[src/cfo_pkg.sv]
`timescale 1ns / 1ps

package cfo_pkg;

    localparam int DEPTH     = 16;
    localparam int IDX_W     = $clog2(DEPTH);
    localparam int CNT_W     = $clog2(DEPTH + 1);
    localparam int CAP_W     = 5;
    localparam int OCC_W     = 5;
    localparam int DATA_W    = 32;
    localparam int OP_W      = 2;
    localparam int CMP_W     = (CNT_W > CAP_W) ? CNT_W : CAP_W;

    localparam logic [CAP_W-1:0] CAP_RESET = CAP_W'(16);

    typedef enum logic [OP_W-1:0] {
        OP_ENQ     = 2'd0,
        OP_ENQ_OVR = 2'd1,
        OP_DEQ     = 2'd2,
        OP_PEEK    = 2'd3
    } op_t;

    typedef enum logic {
        ST_IDLE,
        ST_RESP
    } state_t;

    typedef struct packed {
        logic             data_valid;
        logic             dropped;
        logic             is_full;
        logic             is_empty;
        logic [OCC_W-1:0] occupancy;
    } result_t;

endpackage

[src/cfo_if.sv]
`timescale 1ns / 1ps

interface cfo_req_if;
    import cfo_pkg::*;

    logic              valid;
    logic              ready;
    logic [OP_W-1:0]   op;
    logic [DATA_W-1:0] data_in;

    modport source (output valid, output op, output data_in, input ready);
    modport sink   (input valid, input op, input data_in, output ready);
endinterface

interface cfo_rsp_if;
    import cfo_pkg::*;

    logic              valid;
    logic              ready;
    logic [DATA_W-1:0] data_out;
    logic              data_valid;
    logic              dropped;
    logic              is_full;
    logic              is_empty;
    logic [OCC_W-1:0]  occupancy;

    modport source (output valid, output data_out, output data_valid, output dropped,
                    output is_full, output is_empty, output occupancy, input ready);
    modport sink   (input valid, input data_out, input data_valid, input dropped,
                    input is_full, input is_empty, input occupancy, output ready);
endinterface

interface cfo_cfg_if;
    import cfo_pkg::*;

    logic             valid;
    logic             ready;
    logic [CAP_W-1:0] queue_capacity;

    modport source (output valid, output queue_capacity, input ready);
    modport sink   (input valid, input queue_capacity, output ready);
endinterface

[src/cfo_ram.sv]
`timescale 1ns / 1ps

module cfo_ram #(
    parameter int DATA_W = 32,
    parameter int ADDR_W = 4
) (
    input  logic              clk,
    input  logic              wr_en,
    input  logic [ADDR_W-1:0] wr_addr,
    input  logic [DATA_W-1:0] wr_data,
    input  logic              rd_en,
    input  logic [ADDR_W-1:0] rd_addr,
    output logic [DATA_W-1:0] rd_data
);

    localparam int WORDS = 1 << ADDR_W;

    logic [DATA_W-1:0] mem [WORDS];
    logic [DATA_W-1:0] rd_data_reg;

    always_ff @(posedge clk)
    begin
        if (wr_en)
        begin
            mem[wr_addr] <= wr_data;
        end
    end

    always_ff @(posedge clk)
    begin
        if (rd_en)
        begin
            rd_data_reg <= mem[rd_addr];
        end
    end

    assign rd_data = rd_data_reg;

endmodule

[src/circular_fifo_with_overwrite_unit.sv]
`timescale 1ns / 1ps

// Circular FIFO of 32-bit words with a run-time capacity (queue_capacity, 1..16; zero acts
// as one, larger values as 16). Each request is enqueue, enqueue-overwrite, dequeue or peek
// and yields exactly one response with the word (if any) and full, empty and occupancy.
// Words live in a single-port-write, registered-read RAM: a request is accepted in ST_IDLE
// and its response is loaded into the output register in ST_RESP once that register is free
// or the consumer takes the old response, so a request holds the block until then, and a
// stalled consumer keeps the output register occupied. A capacity write empties the queue.
module circular_fifo_with_overwrite_unit (
    input  logic      clk,
    input  logic      rst_n,
    cfo_req_if.sink   req,
    cfo_rsp_if.source rsp,
    cfo_cfg_if.sink   cfg
);
    import cfo_pkg::*;

    state_t            state_reg;
    state_t            state_next;
    logic [CAP_W-1:0]  cap_reg;
    logic [IDX_W-1:0]  head_reg;
    logic [IDX_W-1:0]  head_next;
    logic [IDX_W-1:0]  tail_reg;
    logic [IDX_W-1:0]  tail_next;
    logic [CNT_W-1:0]  count_reg;
    logic [CNT_W-1:0]  count_next;
    result_t           pend_reg;
    result_t           pend_next;
    logic              out_valid_reg;
    logic [DATA_W-1:0] out_data_reg;
    result_t           out_res_reg;

    logic              req_fire;
    logic              cfg_fire;
    logic              load_out;
    logic              full;
    logic [CMP_W-1:0]  cap_ext;
    logic [CNT_W-1:0]  eff_cap;
    logic              wr_en;
    logic [IDX_W-1:0]  wr_addr;
    logic              rd_en;
    logic [DATA_W-1:0] rd_data;
    op_t               op;

    function automatic logic [IDX_W-1:0] adv(input logic [IDX_W-1:0] i,
                                             input logic [CNT_W-1:0] cap);
        logic [CNT_W-1:0] nxt;
        nxt = CNT_W'(i) + CNT_W'(1);
        if (nxt >= cap)
            return '0;
        return nxt[IDX_W-1:0];
    endfunction

    assign op       = op_t'(req.op);
    assign req_fire = req.valid && req.ready;
    assign cfg_fire = cfg.valid && cfg.ready;
    assign cfg.ready = 1'b1;

    always_comb
    begin
        cap_ext = CMP_W'(cap_reg);
        if (cap_ext == '0)
            eff_cap = CNT_W'(1);
        else if (cap_ext > CMP_W'(DEPTH))
            eff_cap = CNT_W'(DEPTH);
        else
            eff_cap = cap_ext[CNT_W-1:0];
    end

    assign full = count_reg >= eff_cap;

    always_comb
    begin
        head_next  = head_reg;
        tail_next  = tail_reg;
        count_next = count_reg;
        pend_next  = pend_reg;
        wr_en      = 1'b0;
        wr_addr    = tail_reg;
        rd_en      = 1'b0;
        if (req_fire)
        begin
            pend_next.data_valid = 1'b0;
            pend_next.dropped    = 1'b0;
            unique case (op)
                OP_ENQ:
                begin
                    if (full)
                    begin
                        pend_next.dropped = 1'b1;
                    end
                    else if (count_reg == '0)
                    begin
                        head_next  = '0;
                        tail_next  = '0;
                        wr_en      = 1'b1;
                        wr_addr    = '0;
                        count_next = CNT_W'(1);
                    end
                    else
                    begin
                        tail_next  = adv(tail_reg, eff_cap);
                        wr_en      = 1'b1;
                        wr_addr    = tail_next;
                        count_next = count_reg + CNT_W'(1);
                    end
                end
                OP_ENQ_OVR:
                begin
                    if (count_reg == '0 || (full && head_reg == tail_reg))
                    begin
                        head_next  = '0;
                        tail_next  = '0;
                        wr_en      = 1'b1;
                        wr_addr    = '0;
                        count_next = CNT_W'(1);
                    end
                    else if (full)
                    begin
                        head_next = adv(head_reg, eff_cap);
                        tail_next = adv(tail_reg, eff_cap);
                        wr_en     = 1'b1;
                        wr_addr   = tail_next;
                    end
                    else
                    begin
                        tail_next  = adv(tail_reg, eff_cap);
                        wr_en      = 1'b1;
                        wr_addr    = tail_next;
                        count_next = count_reg + CNT_W'(1);
                    end
                end
                OP_DEQ:
                begin
                    if (count_reg != '0)
                    begin
                        rd_en                = 1'b1;
                        pend_next.data_valid = 1'b1;
                        if (count_reg == CNT_W'(1))
                        begin
                            head_next  = '0;
                            tail_next  = '0;
                            count_next = '0;
                        end
                        else
                        begin
                            head_next  = adv(head_reg, eff_cap);
                            count_next = count_reg - CNT_W'(1);
                        end
                    end
                end
                OP_PEEK:
                begin
                    if (count_reg != '0)
                    begin
                        rd_en                = 1'b1;
                        pend_next.data_valid = 1'b1;
                    end
                end
                default:
                begin
                end
            endcase
            pend_next.is_full   = count_next >= eff_cap;
            pend_next.is_empty  = count_next == '0;
            pend_next.occupancy = OCC_W'(count_next);
        end
        if (cfg_fire)
        begin
            head_next  = '0;
            tail_next  = '0;
            count_next = '0;
        end
    end

    cfo_ram #(
        .DATA_W (DATA_W),
        .ADDR_W (IDX_W)
    ) u_ram (
        .clk     (clk),
        .wr_en   (wr_en),
        .wr_addr (wr_addr),
        .wr_data (req.data_in),
        .rd_en   (rd_en),
        .rd_addr (head_reg),
        .rd_data (rd_data)
    );

    always_comb
    begin
        state_next = state_reg;
        unique case (state_reg)
            ST_IDLE:
            begin
                if (req_fire)
                    state_next = ST_RESP;
            end
            ST_RESP:
            begin
                if (!out_valid_reg || rsp.ready)
                    state_next = ST_IDLE;
            end
            default:
            begin
                state_next = ST_IDLE;
            end
        endcase
    end

    always_comb
    begin
        req.ready = 1'b0;
        load_out  = 1'b0;
        unique case (state_reg)
            ST_IDLE:
            begin
                req.ready = 1'b1;
            end
            ST_RESP:
            begin
                load_out = !out_valid_reg || rsp.ready;
            end
            default:
            begin
            end
        endcase
    end

    always_ff @(posedge clk or negedge rst_n)
    begin
        if (!rst_n)
        begin
            state_reg     <= ST_IDLE;
            cap_reg       <= CAP_RESET;
            head_reg      <= '0;
            tail_reg      <= '0;
            count_reg     <= '0;
            out_valid_reg <= 1'b0;
        end
        else
        begin
            state_reg <= state_next;
            head_reg  <= head_next;
            tail_reg  <= tail_next;
            count_reg <= count_next;
            if (cfg_fire)
                cap_reg <= cfg.queue_capacity;
            if (load_out)
                out_valid_reg <= 1'b1;
            else if (rsp.ready)
                out_valid_reg <= 1'b0;
        end
    end

    always_ff @(posedge clk)
    begin
        pend_reg <= pend_next;
        if (load_out)
        begin
            out_res_reg  <= pend_reg;
            out_data_reg <= pend_reg.data_valid ? rd_data : '0;
        end
    end

    assign rsp.valid      = out_valid_reg;
    assign rsp.data_out   = out_data_reg;
    assign rsp.data_valid = out_res_reg.data_valid;
    assign rsp.dropped    = out_res_reg.dropped;
    assign rsp.is_full    = out_res_reg.is_full;
    assign rsp.is_empty   = out_res_reg.is_empty;
    assign rsp.occupancy  = out_res_reg.occupancy;

    a_count_in_cap: assert property (@(posedge clk) disable iff (!rst_n)
        count_reg <= eff_cap)
        else $error("occupancy above capacity");

    a_accept_blocks: assert property (@(posedge clk) disable iff (!rst_n)
        req_fire |=> !req.ready)
        else $error("request accepted while previous transfer in flight");

    a_empty_matches: assert property (@(posedge clk) disable iff (!rst_n)
        rsp.valid |-> (rsp.is_empty == (rsp.occupancy == '0)))
        else $error("empty flag disagrees with occupancy");

    a_valid_or_drop: assert property (@(posedge clk) disable iff (!rst_n)
        rsp.valid |-> !(rsp.data_valid && rsp.dropped))
        else $error("word returned on a dropped transfer");

endmodule
[src/flat_wrapper.sv]
// flat-port wrapper written by rule: the top's interface ports become plain ports
module circular_fifo_with_overwrite_unit_flat import cfo_pkg::*;
  (clk, rst_n, req_valid, req_op, req_data_in, req_ready, rsp_valid, rsp_data_out, rsp_data_valid, rsp_dropped, rsp_is_full, rsp_is_empty, rsp_occupancy, rsp_ready, cfg_valid, cfg_queue_capacity, cfg_ready);
  cfo_req_if req_i ();
  cfo_rsp_if rsp_i ();
  cfo_cfg_if cfg_i ();
  input  logic clk;
  input  logic rst_n;
  input wire logic [$bits(req_i.valid)-1:0] req_valid;
  input wire logic [$bits(req_i.op)-1:0] req_op;
  input wire logic [$bits(req_i.data_in)-1:0] req_data_in;
  output wire logic [$bits(req_i.ready)-1:0] req_ready;
  output wire logic [$bits(rsp_i.valid)-1:0] rsp_valid;
  output wire logic [$bits(rsp_i.data_out)-1:0] rsp_data_out;
  output wire logic [$bits(rsp_i.data_valid)-1:0] rsp_data_valid;
  output wire logic [$bits(rsp_i.dropped)-1:0] rsp_dropped;
  output wire logic [$bits(rsp_i.is_full)-1:0] rsp_is_full;
  output wire logic [$bits(rsp_i.is_empty)-1:0] rsp_is_empty;
  output wire logic [$bits(rsp_i.occupancy)-1:0] rsp_occupancy;
  input wire logic [$bits(rsp_i.ready)-1:0] rsp_ready;
  input wire logic [$bits(cfg_i.valid)-1:0] cfg_valid;
  input wire logic [$bits(cfg_i.queue_capacity)-1:0] cfg_queue_capacity;
  output wire logic [$bits(cfg_i.ready)-1:0] cfg_ready;
  assign req_i.valid = req_valid;
  assign req_i.op = req_op;
  assign req_i.data_in = req_data_in;
  assign req_ready = req_i.ready;
  assign rsp_valid = rsp_i.valid;
  assign rsp_data_out = rsp_i.data_out;
  assign rsp_data_valid = rsp_i.data_valid;
  assign rsp_dropped = rsp_i.dropped;
  assign rsp_is_full = rsp_i.is_full;
  assign rsp_is_empty = rsp_i.is_empty;
  assign rsp_occupancy = rsp_i.occupancy;
  assign rsp_i.ready = rsp_ready;
  assign cfg_i.valid = cfg_valid;
  assign cfg_i.queue_capacity = cfg_queue_capacity;
  assign cfg_ready = cfg_i.ready;
  circular_fifo_with_overwrite_unit u_core (.clk(clk), .rst_n(rst_n), .req(req_i), .rsp(rsp_i), .cfg(cfg_i));
endmodule
[config.mk]
export PLATFORM = sky130hd
export DESIGN_NAME = circular_fifo_with_overwrite_unit_flat
export DESIGN_NICKNAME = d
export VERILOG_FILES = /design/src/cfo_pkg.sv /design/src/cfo_if.sv /design/src/cfo_ram.sv /design/src/circular_fifo_with_overwrite_unit.sv /design/src/flat_wrapper.sv
export SDC_FILE = /design/constraint.sdc
export NUM_CORES = 1
export LEC_CHECK = 0
export BUFFER_PORTS_ARGS = -buffer_cell sky130_fd_sc_hd__buf_4
export CORE_UTILIZATION = 61
export DETAILED_ROUTE_END_ITERATION = 8
export GPL_TIMING_DRIVEN = 0
export HOLD_SLACK_MARGIN = 0.05
export PLACE_DENSITY_LB_ADDON = 0.15
export SYNTH_ARGS = -nofsm -noshare
export SYNTH_HDL_FRONTEND = slang
export SYNTH_SLANG_ARGS = --single-unit
[constraint.sdc]
create_clock -name clk -period 6.85 [get_ports clk]
set_input_delay 2.055 -clock clk [delete_from_list [all_inputs] [get_ports clk]]
set_output_delay 2.055 -clock clk [all_outputs]
set_load 0.005 [all_outputs]
==> impl_metrics.json, run 1 <==
{
  "fin_util_pct": 72.1,
  "grt_antenna_before_repair": 1,
  "cts_tree": "built",
  "io_pins": 88,
  "synthArstFlopShare_pct": 3.26,
  "synthesis.nets": 1205,
  "ys_seq_elements": 614,
  "period_needed_ns": 5.13,
  "leakagePower_nw": 9.12,
  "cp.arrival_ns": 5.46,
  "drc": 0,
  "multiInputGateArea_mm2": 0.00567,
  "cts.sinks": 614,
  "clk_path_buf_depth": 3,
  "slew_headroom_pct": 17.4,
  "register_area_mm2": 0.0183,
  "initial_utilization_pct": 62.2,
  "post-dp-hpwl_mm": 34.2,
  "dieWidth_um": 201,
  "finalCritPeriodShare_pct": 74.9,
  "drv_slew": 0,
  "cts_setup_buffers": 0,
  "critPathRequiredTime_ns": 7.17,
  "cts.hold.buffers_added": 0,
  "skew_ns": 0.0205,
  "synthTopCellsByCount": "edfxtp_1 (594), mux4_2 (160), and2_1 (36)",
  "drv_cap": 0,
  "cp-start-kind": "primary input",
  "yosys_warnings": 0,
  "synth_area_mm2": 0.0242,
  "gp_congestion": 0.894,
  "hold_violations": 0,
  "dr.pass1.iters": 7,
  "drtIter0Drc": 1177,
  "tightest_slew_ns": 1.24,
  "grt_first_pass_wirelength_mm": 79.8,
  "n_fill_cell": 2276,
  "routed_wirelength_mm": 53.2,
  "ctsResizeCount": 0,
  "grt_use_total_pct": 27.5,
  "grt_max_degree": 25,
  "yosysSeqAreaShare_pct": 75.7,
  "via_count": 12200,
  "synth_cell_types": 65,
  "routed_wire_length_per_instance_um": 28.0,
  "via_per_inst": 6.43,
  "final_nets": 1411,
  "min_path_type": "flip-flop to flip-flop",
  "synth_top_area_share_pct": 73.7,
  "fin_setup_tns_ns": 0,
  "worst_setup_path_end_kind": "flip-flop",
  "grt_pass1_vias": 12400,
  "timing.fmax_mhz": 195,
  "cts_buffers": 58,
  "die_area_mm2": 0.0405,
  "crit_fanout": 7,
  "synth.most_common_cell": "edfxtp_1",
  "diodes": 0,
  "areaGrowthSynthToFinish_pct": 15.9,
  "finalNonFillerCells": 1902,
  "drive_gt1_share_pct": 30.6,
  "root_buffer": "clkbuf_16",
  "synthCells": 1131,
  "fin_hold_ws_ns": 0.421,
  "ys.flop_type": "edfxtp_1",
  "core_area_mm2": 0.0389,
  "p_per_area_mw_per_mm2": 280,
  "port_buffers": 85,
  "synthTopCellsByArea": "edfxtp_1 (74%), mux4_2 (15%), dfrtp_1 (2.0%)",
  "largest_reg_flops": 512,
  "htreeDepth": 2,
  "clk_pin_slew_worst_paths_ns": 0.06,
  "overflow": 0,
  "syn_avg_cell_area_um2": 21.4,
  "critical_path_class": "primary input to flip-flop",
  "ant_nets": 0,
  "status": "complete, no violations",
  "setup-violations-final": 0,
  "dp_cells": 1795,
  "synth-edff-count": 594,
  "rows": 72,
  "ir_drop_uv": 250,
  "total_power_w": 0.00785,
  "yosysTopAreaCell": "edfxtp_1",
  "rsz0062_at_grt": "false",
  "clk_latency_ns": 0.62,
  "die-height_um": 201
}
[cell usage in the layout, fill, tap and decap left out, types with 12 or more instances in the layout]
master | Yosys | routed
edfxtp_1 | 594 | 594
mux4_2 | 160 | 160
o21ai_0 | 17 | 17
nor2_1 | 19 | 19
and2_1 | 36 | 35
buf_6 | 1 | 19
clkbuf_16 | 0 | 59
nand2_1 | 26 | 26
buf_4 | 2 | 116
inv_1 | 20 | 20
ha_1 | 30 | 30
a21oi_1 | 16 | 16
clkinv_1 | 0 | 16
dfrtp_1 | 19 | 19
buf_1 | 12 | 12
clkbuf_1 | 35 | 50
[where the power goes]
part | switching, W | leakage [nW] | total (W) | internal (W)
sequential | 0.0000316 | 5.64 | 0.00426 | 0.00423
combinational | 0.000315 | 2.60 | 0.000516 | 0.000201
clock | 0.00135 | 0.880 | 0.00308 | 0.00173
[per-layer routing]
layer  wire (µm)  part of all wire [%]  vias to the layer above  track usage (%)
met4        1530                   2.9                        2             8.63
met2       26100                    49                      557             43.6
li1            -                     -                     5140                -
met1       21700                    41                     6426             39.3
met5          13                 0.024                        -                0
met3        3870                   7.3                      106             5.36
[worst paths after layout]
check / from / end / slack, ns / cells after the start
max: req_op[1] / u_core.u_ram.mem[7][13] / 1.72 / 14
min: u_core.pend_reg[4] / u_core.rsp.occupancy[4] / 0.42 / 0
max reg2reg: u_core.tail_reg[1] / u_core.u_ram.mem[7][13] / 1.90 / 16
min reg2reg: u_core.pend_reg[4] / u_core.rsp.occupancy[4] / 0.42 / 0
max in group asynchronous: rst_n / u_core.cap_ext[4] / 5.24 / 1
min in group asynchronous: rst_n / u_core.tail_reg[0] / 1.32 / 1
[metrics by stage]
step / setup slack, ns / instance area, µm²
2_1_floorplan: -0.0396 / 24200
3_3_place_gp: -4.61 / 25500
3_5_place_dp: 1.15 / 26300
4_1_cts: 1.77 / 28100
5_1_grt: 1.57 / 28100
6_report: 1.72 / 28100
[logic make-up after synthesis]
group | after synthesis | share of synthesized area (%)
muxes | 166 | 15.1
xor gates and xnor gates | 7 | 0.253
buffers and inverters | 76 | 1.27
adders and majority gates | 30 | 1.55
other | 1 | 0.0155
DFF | 614 | 75.7
AOI/OAI and AO/OA | 98 | 2.82
and+or+nand+nor | 139 | 3.21
[critical path, stage by stage]
cell and delay [ns]:
buf_4 0.13, inv_1 0.07, ha_1 0.30, inv_1 0.17, a211oi_2 0.39, nor2_1 0.11, a21oi_1 0.38, nor2_1 0.22
nor4_2 0.63, buf_4 0.28, buf_4 0.17, buf_4 0.16, buf_4 0.19, buf_4 0.17
[cell type report]
| class | instances | share of cell area (%) |
|---|---|---|
| Sequential cell | 614 | 65.3 |
| Multi-Input combinational cell | 441 | 20.2 |
| Clock buffer | 74 | 5.46 |
| Timing Repair Buffer | 146 | 4.64 |
| Tap cell | 518 | 2.31 |
| Clock inverter | 33 | 0.976 |
| Buffer | 56 | 0.829 |
| Inverter | 20 | 0.267 |
Note: power is estimated with default switching activity, not from simulation.
==> run 2: changes to the inputs <==
==> constraint.sdc (replaced) <==
create_clock -name clk -period 5.3 [get_ports clk]
set_input_delay 1.59 -clock clk [delete_from_list [all_inputs] [get_ports clk]]
set_output_delay 1.59 -clock clk [all_outputs]
set_load 0.005 [all_outputs]
==> run 2 against run 1 <==
  * Die area unchanged
  * Sequential share of layout area about the same
  * Worst hold slack worse by 0.00076 ns
  * Global-route usage down 0.090 points
  * Largest power group unchanged
  * Highest routed layer unchanged
==> impl_metrics.json, run 2 (synthesis gave the netlist of run 1 again) <==
{
  "port_buffers": 85,
  "cp.arrival_ns": 5.17,
  "p_clk_share_pct": 39.1,
  "die_area_mm2": 0.0405,
  "cts.hold.buffers_added": 0,
  "drive_gt1_share_pct": 29.9,
  "rsz0062_at_grt": "false",
  "p_per_area_mw_per_mm2": 362,
  "rows": 72,
  "gp_congestion": 0.869,
  "cp-start-kind": "flip-flop",
  "overflow": 0,
  "htreeDepth": 2,
  "cts_setup_buffers": 0,
  "status": "complete, no violations",
  "hold_depth": 0,
  "post-dp-hpwl_mm": 34.6,
  "setup-violations-final": 0,
  "die-height_um": 201,
  "dr.pass1.iters": 6,
  "tightest_slew_ns": 1.21,
  "drv_cap": 0,
  "hold_violations": 0,
  "largest_reg_flops": 512,
  "worst_r2r_path_depth": 13,
  "routed.top_layer": "met5",
  "seqPwrFrac_pct": 54.2,
  "routed_wirelength_mm": 53.7,
  "cpPeakStageDelay_ns": 0.85,
  "net-switching-power_w": 0.00219,
  "grt_max_degree": 25,
  "path_buf_inv": 4,
  "cell_internal_pwr_w": 0.00797,
  "fin_util_pct": 72.2,
  "finalNonFillerCells": 1894,
  "cts_buffers": 58,
  "areaGrowthSynthToFinish_pct": 16.0,
  "sw_frac_of_total_pct": 21.5,
  "via_per_inst": 6.41,
  "period_needed_ns": 4.86,
  "min_path_type": "flip-flop to flip-flop",
  "clk_pin_slew_worst_paths_ns": 0.06,
  "final_common_cell": "edfxtp_1",
  "routed_wire_length_per_instance_um": 28.3,
  "skew_ns": 0.0200,
  "finalCritPeriodShare_pct": 91.6,
  "drc": 0,
  "drv_slew": 0,
  "ir_drop_uv": 321,
  "cts.sinks": 614,
  "ant_nets": 0,
  "wl_met1_mm": 22.0,
  "cp_top_family": "compound AO/OA/AOI/OAI gates",
  "critPathSlowestCell": "nor4_2",
  "critPathRequiredTime_ns": 5.61,
  "wl_met3_mm": 3.48,
  "path_depth": 13,
  "critical_path_class": "flip-flop to flip-flop",
  "initial_utilization_pct": 62.2,
  "grt_first_pass_wirelength_mm": 79.4,
  "clk_path_buf_depth": 3,
  "slew_headroom_pct": 19.0,
  "leakagePower_nw": 9.12,
  "diodes": 0,
  "root_buffer": "clkbuf_16",
  "cts_tree": "built",
  "grt_pass1_vias": 12400,
  "drtIter0Drc": 1337,
  "combPwrFrac_pct": 6.6,
  "io_pins": 88,
  "clk_latency_ns": 0.63,
  "met2_length_mm": 27.0,
  "crit_chain": "clkbuf_1 -> nand3_1 -> xnor2_1 -> ha_1 -> o21a_1 -> a21oi_2 -> a31oi_1 -> a2bb2oi_1 -> o211a_1 -> buf_4 -> nor4_2 -> buf_4 -> buf_4",
  "ctsResizeCount": 0,
  "timing.fmax_mhz": 206,
  "final_cell_mix": "edfxtp_1 (594), mux4_2 (160), buf_4 (107)",
  "worst_setup_path_end_kind": "flip-flop",
  "grt_use_total_pct": 27.4,
  "via_count": 12100,
  "grt_antenna_before_repair": 1,
  "core_area_mm2": 0.0389,
  "dp_cells": 1786,
  "crit_fanout": 10,
  "critPathMostFrequentCell": "buf_4",
  "dieWidth_um": 201,
  "final_nets": 1402
}
## run 2: per-layer routing
metal  vias up  GRT usage [%]
met5         -              0
met4         2           8.23
met3        75           4.07
met2       532           45.0
met1      6411           38.8
li1       5122              -
## run 2: worst paths after layout
| check | from | to | slack (ns) |
|---|---|---|---|
| worst min-delay path | u_core.pend_reg[3] | u_core.rsp.occupancy[3] | 0.42 |
| worst min register to register | u_core.pend_reg[3] | u_core.rsp.occupancy[3] | 0.42 |
| min in group asynchronous | rst_n | u_core.count_reg[1] | 0.85 |
| worst max register to register | u_core.tail_reg[0] | u_core.u_ram.mem[7][25] | 0.44 |
| max in group asynchronous | rst_n | u_core.cap_ext[4] | 4.16 |
| worst max-delay path | u_core.tail_reg[0] | u_core.u_ram.mem[7][25] | 0.44 |
## run 2: layout make-up
type | count | area [µm²]
Sequential cell | 614 | 18300
Buffer | 56 | 233
Inverter | 20 | 75.1
Multi-Input combinational cell | 441 | 5690
Timing Repair Buffer | 137 | 1290
Tap cell | 518 | 648
Fill cell | 2271 | 10800
Clock inverter | 34 | 274
Clock buffer | 74 | 1540
## run 2: power by group through the flow
stage | clock network [W] | registers, W | logic, W
floorplan | 0 | 0.00561 | 0.000356
global placement | 0 | 0.00561 | 0.000622
detailed placement | 0 | 0.00561 | 0.000669
CTS | 0.00403 | 0.00551 | 0.000675
global route | 0.00421 | 0.00552 | 0.000729
finish | 0.00398 | 0.00551 | 0.000674
## run 2: through the flow
stage          total power, W  worst slack (ns)  setup TNS, ns  hold slack [ns]  instance area (µm²)
4_1_cts                0.0102             0.452              0            0.419                28100
3_3_place_gp          0.00623             -5.63       -1230.12            0.404                25500
6_report               0.0102             0.443              0            0.420                28100
3_5_place_dp          0.00628             0.152              0            0.405                26300
2_1_floorplan         0.00596             -1.12        -143.23            0.400                24300
5_1_grt                0.0105             0.211              0            0.426                28100
==> run 3: changes to the inputs <==
--- a/config.mk
+++ b/config.mk
@@ -8,7 +8,6 @@
 export BUFFER_PORTS_ARGS = -buffer_cell sky130_fd_sc_hd__buf_4
 export CORE_UTILIZATION = 61
 export DETAILED_ROUTE_END_ITERATION = 8
-export GPL_TIMING_DRIVEN = 0
 export HOLD_SLACK_MARGIN = 0.05
 export PLACE_DENSITY_LB_ADDON = 0.15
 export SYNTH_ARGS = -nofsm -noshare
==> run 3 against run 2 <==
  * Setup slack improved by 0.45 ns
  * Global-route usage down 1.6 points
  * Sequential share of layout area grew 1.1 points
  * Count of clock-buffer cells in the layout decreased by 5
  * Final cell count down 3.9%
  * Fmax increased by 10%
  * Worst hold slack got worse by 0.0027 ns
  * Critical path type unchanged
  * Largest power group unchanged
==> impl_metrics.json, run 3 (synthesis gave the netlist of run 1 again) <==
{
  "core_area_mm2": 0.0389,
  "min_path_type": "flip-flop to flip-flop",
  "grt_pass1_vias": 11900,
  "grt_use_total_pct": 25.7,
  "fin_hold_ws_ns": 0.417,
  "cp-start-kind": "flip-flop",
  "io_pins": 88,
  "critical_path_class": "flip-flop to flip-flop",
  "cts.hold.buffers_added": 0,
  "ant_nets": 0,
  "clk_path_buf_depth": 3,
  "hold_depth": 0,
  "diodes": 0,
  "final_area_mm2": 0.0276,
  "via_count": 11600,
  "clk_pin_slew_worst_paths_ns": 0.06,
  "status": "complete, no violations",
  "gp_congestion": 0.901,
  "drv_cap": 0,
  "areaGrowthSynthToFinish_pct": 14.1,
  "clk_latency_ns": 0.63,
  "setup-violations-final": 0,
  "routed_wirelength_mm": 50.0,
  "grt_antenna_before_repair": 1,
  "largest_reg_flops": 512,
  "dp_cells": 1715,
  "dr.pass1.iters": 6,
  "skew_ns": 0.0327,
  "root_buffer": "clkbuf_16",
  "drtIter0Drc": 1158,
  "finalNonFillerCells": 1820,
  "cts.sinks": 614,
  "port_buffers": 86,
  "final_cell_mix": "edfxtp_1 (594), mux4_2 (160), buf_4 (115)",
  "cts_buffers": 58,
  "dpl_cell_area_mm2": 0.0258,
  "initial_utilization_pct": 62.2,
  "grt_first_pass_wirelength_mm": 75.7,
  "dieWidth_um": 201,
  "final_nets": 1331,
  "die_area_mm2": 0.0405,
  "via_per_inst": 6.35,
  "post-dp-hpwl_mm": 28.1,
  "ir_drop_uv": 288,
  "drv_slew": 0,
  "cts_setup_buffers": 0,
  "cts_tree": "built",
  "routed_wire_length_per_instance_um": 27.5,
  "rows": 72,
  "leakagePower_nw": 8.90,
  "finalCritPeriodShare_pct": 83.2,
  "slew_headroom_pct": 30.3,
  "grt_max_degree": 99,
  "htreeDepth": 2,
  "drc": 0,
  "crit_fanout": 20,
  "worst_r2r_path_depth": 12,
  "period_needed_ns": 4.41,
  "cp.arrival_ns": 4.72,
  "rsz0062_at_grt": "false",
  "fin_util_pct": 71.0,
  "tightest_slew_ns": 1.05,
  "hold_violations": 0,
  "n_fill_cell": 2298,
  "p_per_area_mw_per_mm2": 371,
  "timing.fmax_mhz": 227,
  "drive_gt1_share_pct": 30.6,
  "final_common_cell": "edfxtp_1",
  "fin_setup_tns_ns": 0,
  "die-height_um": 201,
  "ctsResizeCount": 0,
  "worst_setup_path_end_kind": "flip-flop",
  "overflow": 0,
  "critPathRequiredTime_ns": 5.61
}
[run 3: where the power goes]
part / internal (W) / leakage (nW) / switching (W)
clock: 0.00231 / 0.901 / 0.00176
combinational: 0.000255 / 2.37 / 0.000402
sequential: 0.00547 / 5.63 / 0.0000513
total: 0.00803 / 8.90 / 0.00221
[run 3: layout make-up]
cell class                 count  area (µm²)  share of cell area (%)
sequential                   614       18300                    66.4
multi-input combinational    441        5690                    20.6
clock buffer                  69        1490                    5.40
timing repair buffer         122        1000                    3.63
tap                          518         648                    2.35
clock inverter                36         365                    1.32
inverter                      20        75.1                   0.272
[run 3: final timing paths]
path	end	slack, ns	startpoint
setup / recovery	u_core.u_ram.mem[1][15]	0.89	u_core.cap_ext[1]
hold reg to reg	u_core.rsp.dropped	0.42	u_core.pend_reg[7]
max in group asynchronous	u_core.cap_ext[4]	4.16	rst_n
hold / removal	u_core.rsp.dropped	0.42	u_core.pend_reg[7]
min in group asynchronous	u_core.count_reg[3]	0.85	rst_n
setup reg to reg	u_core.u_ram.mem[1][15]	0.89	u_core.cap_ext[1]
[run 3: routing by layer]
metal	vias to the layer above	track usage [%]	routed length, µm
li1	4984	-	-
met1	6049	36.8	20700
met2	457	41.9	25300
met3	70	4.31	3060
met4	0	6.95	1020
met5	-	0	0
[run 3: worst max-delay path: stages (launching register included)]
cell and delay [ns]:
dfrtp_1 0.40, nor3_1 0.22, nor2_1 0.06, nor2_1 0.28, ha_1 0.30, nor2b_1 0.15
o21a_1 0.29, o21ai_1 0.30, a31oi_1 0.32, a2bb2oi_1 0.28, o211a_1 0.59, and4_2 0.65
buf_12 0.24
[run 3: metrics by stage]
stage / total power, W / setup WS (ns)
finish: 0.0102 / 0.893
global route: 0.0105 / 0.596
CTS: 0.0103 / 0.904
detailed placement: 0.00627 / 0.596
global placement: 0.00626 / 0.660
floorplan: 0.00596 / -1.12
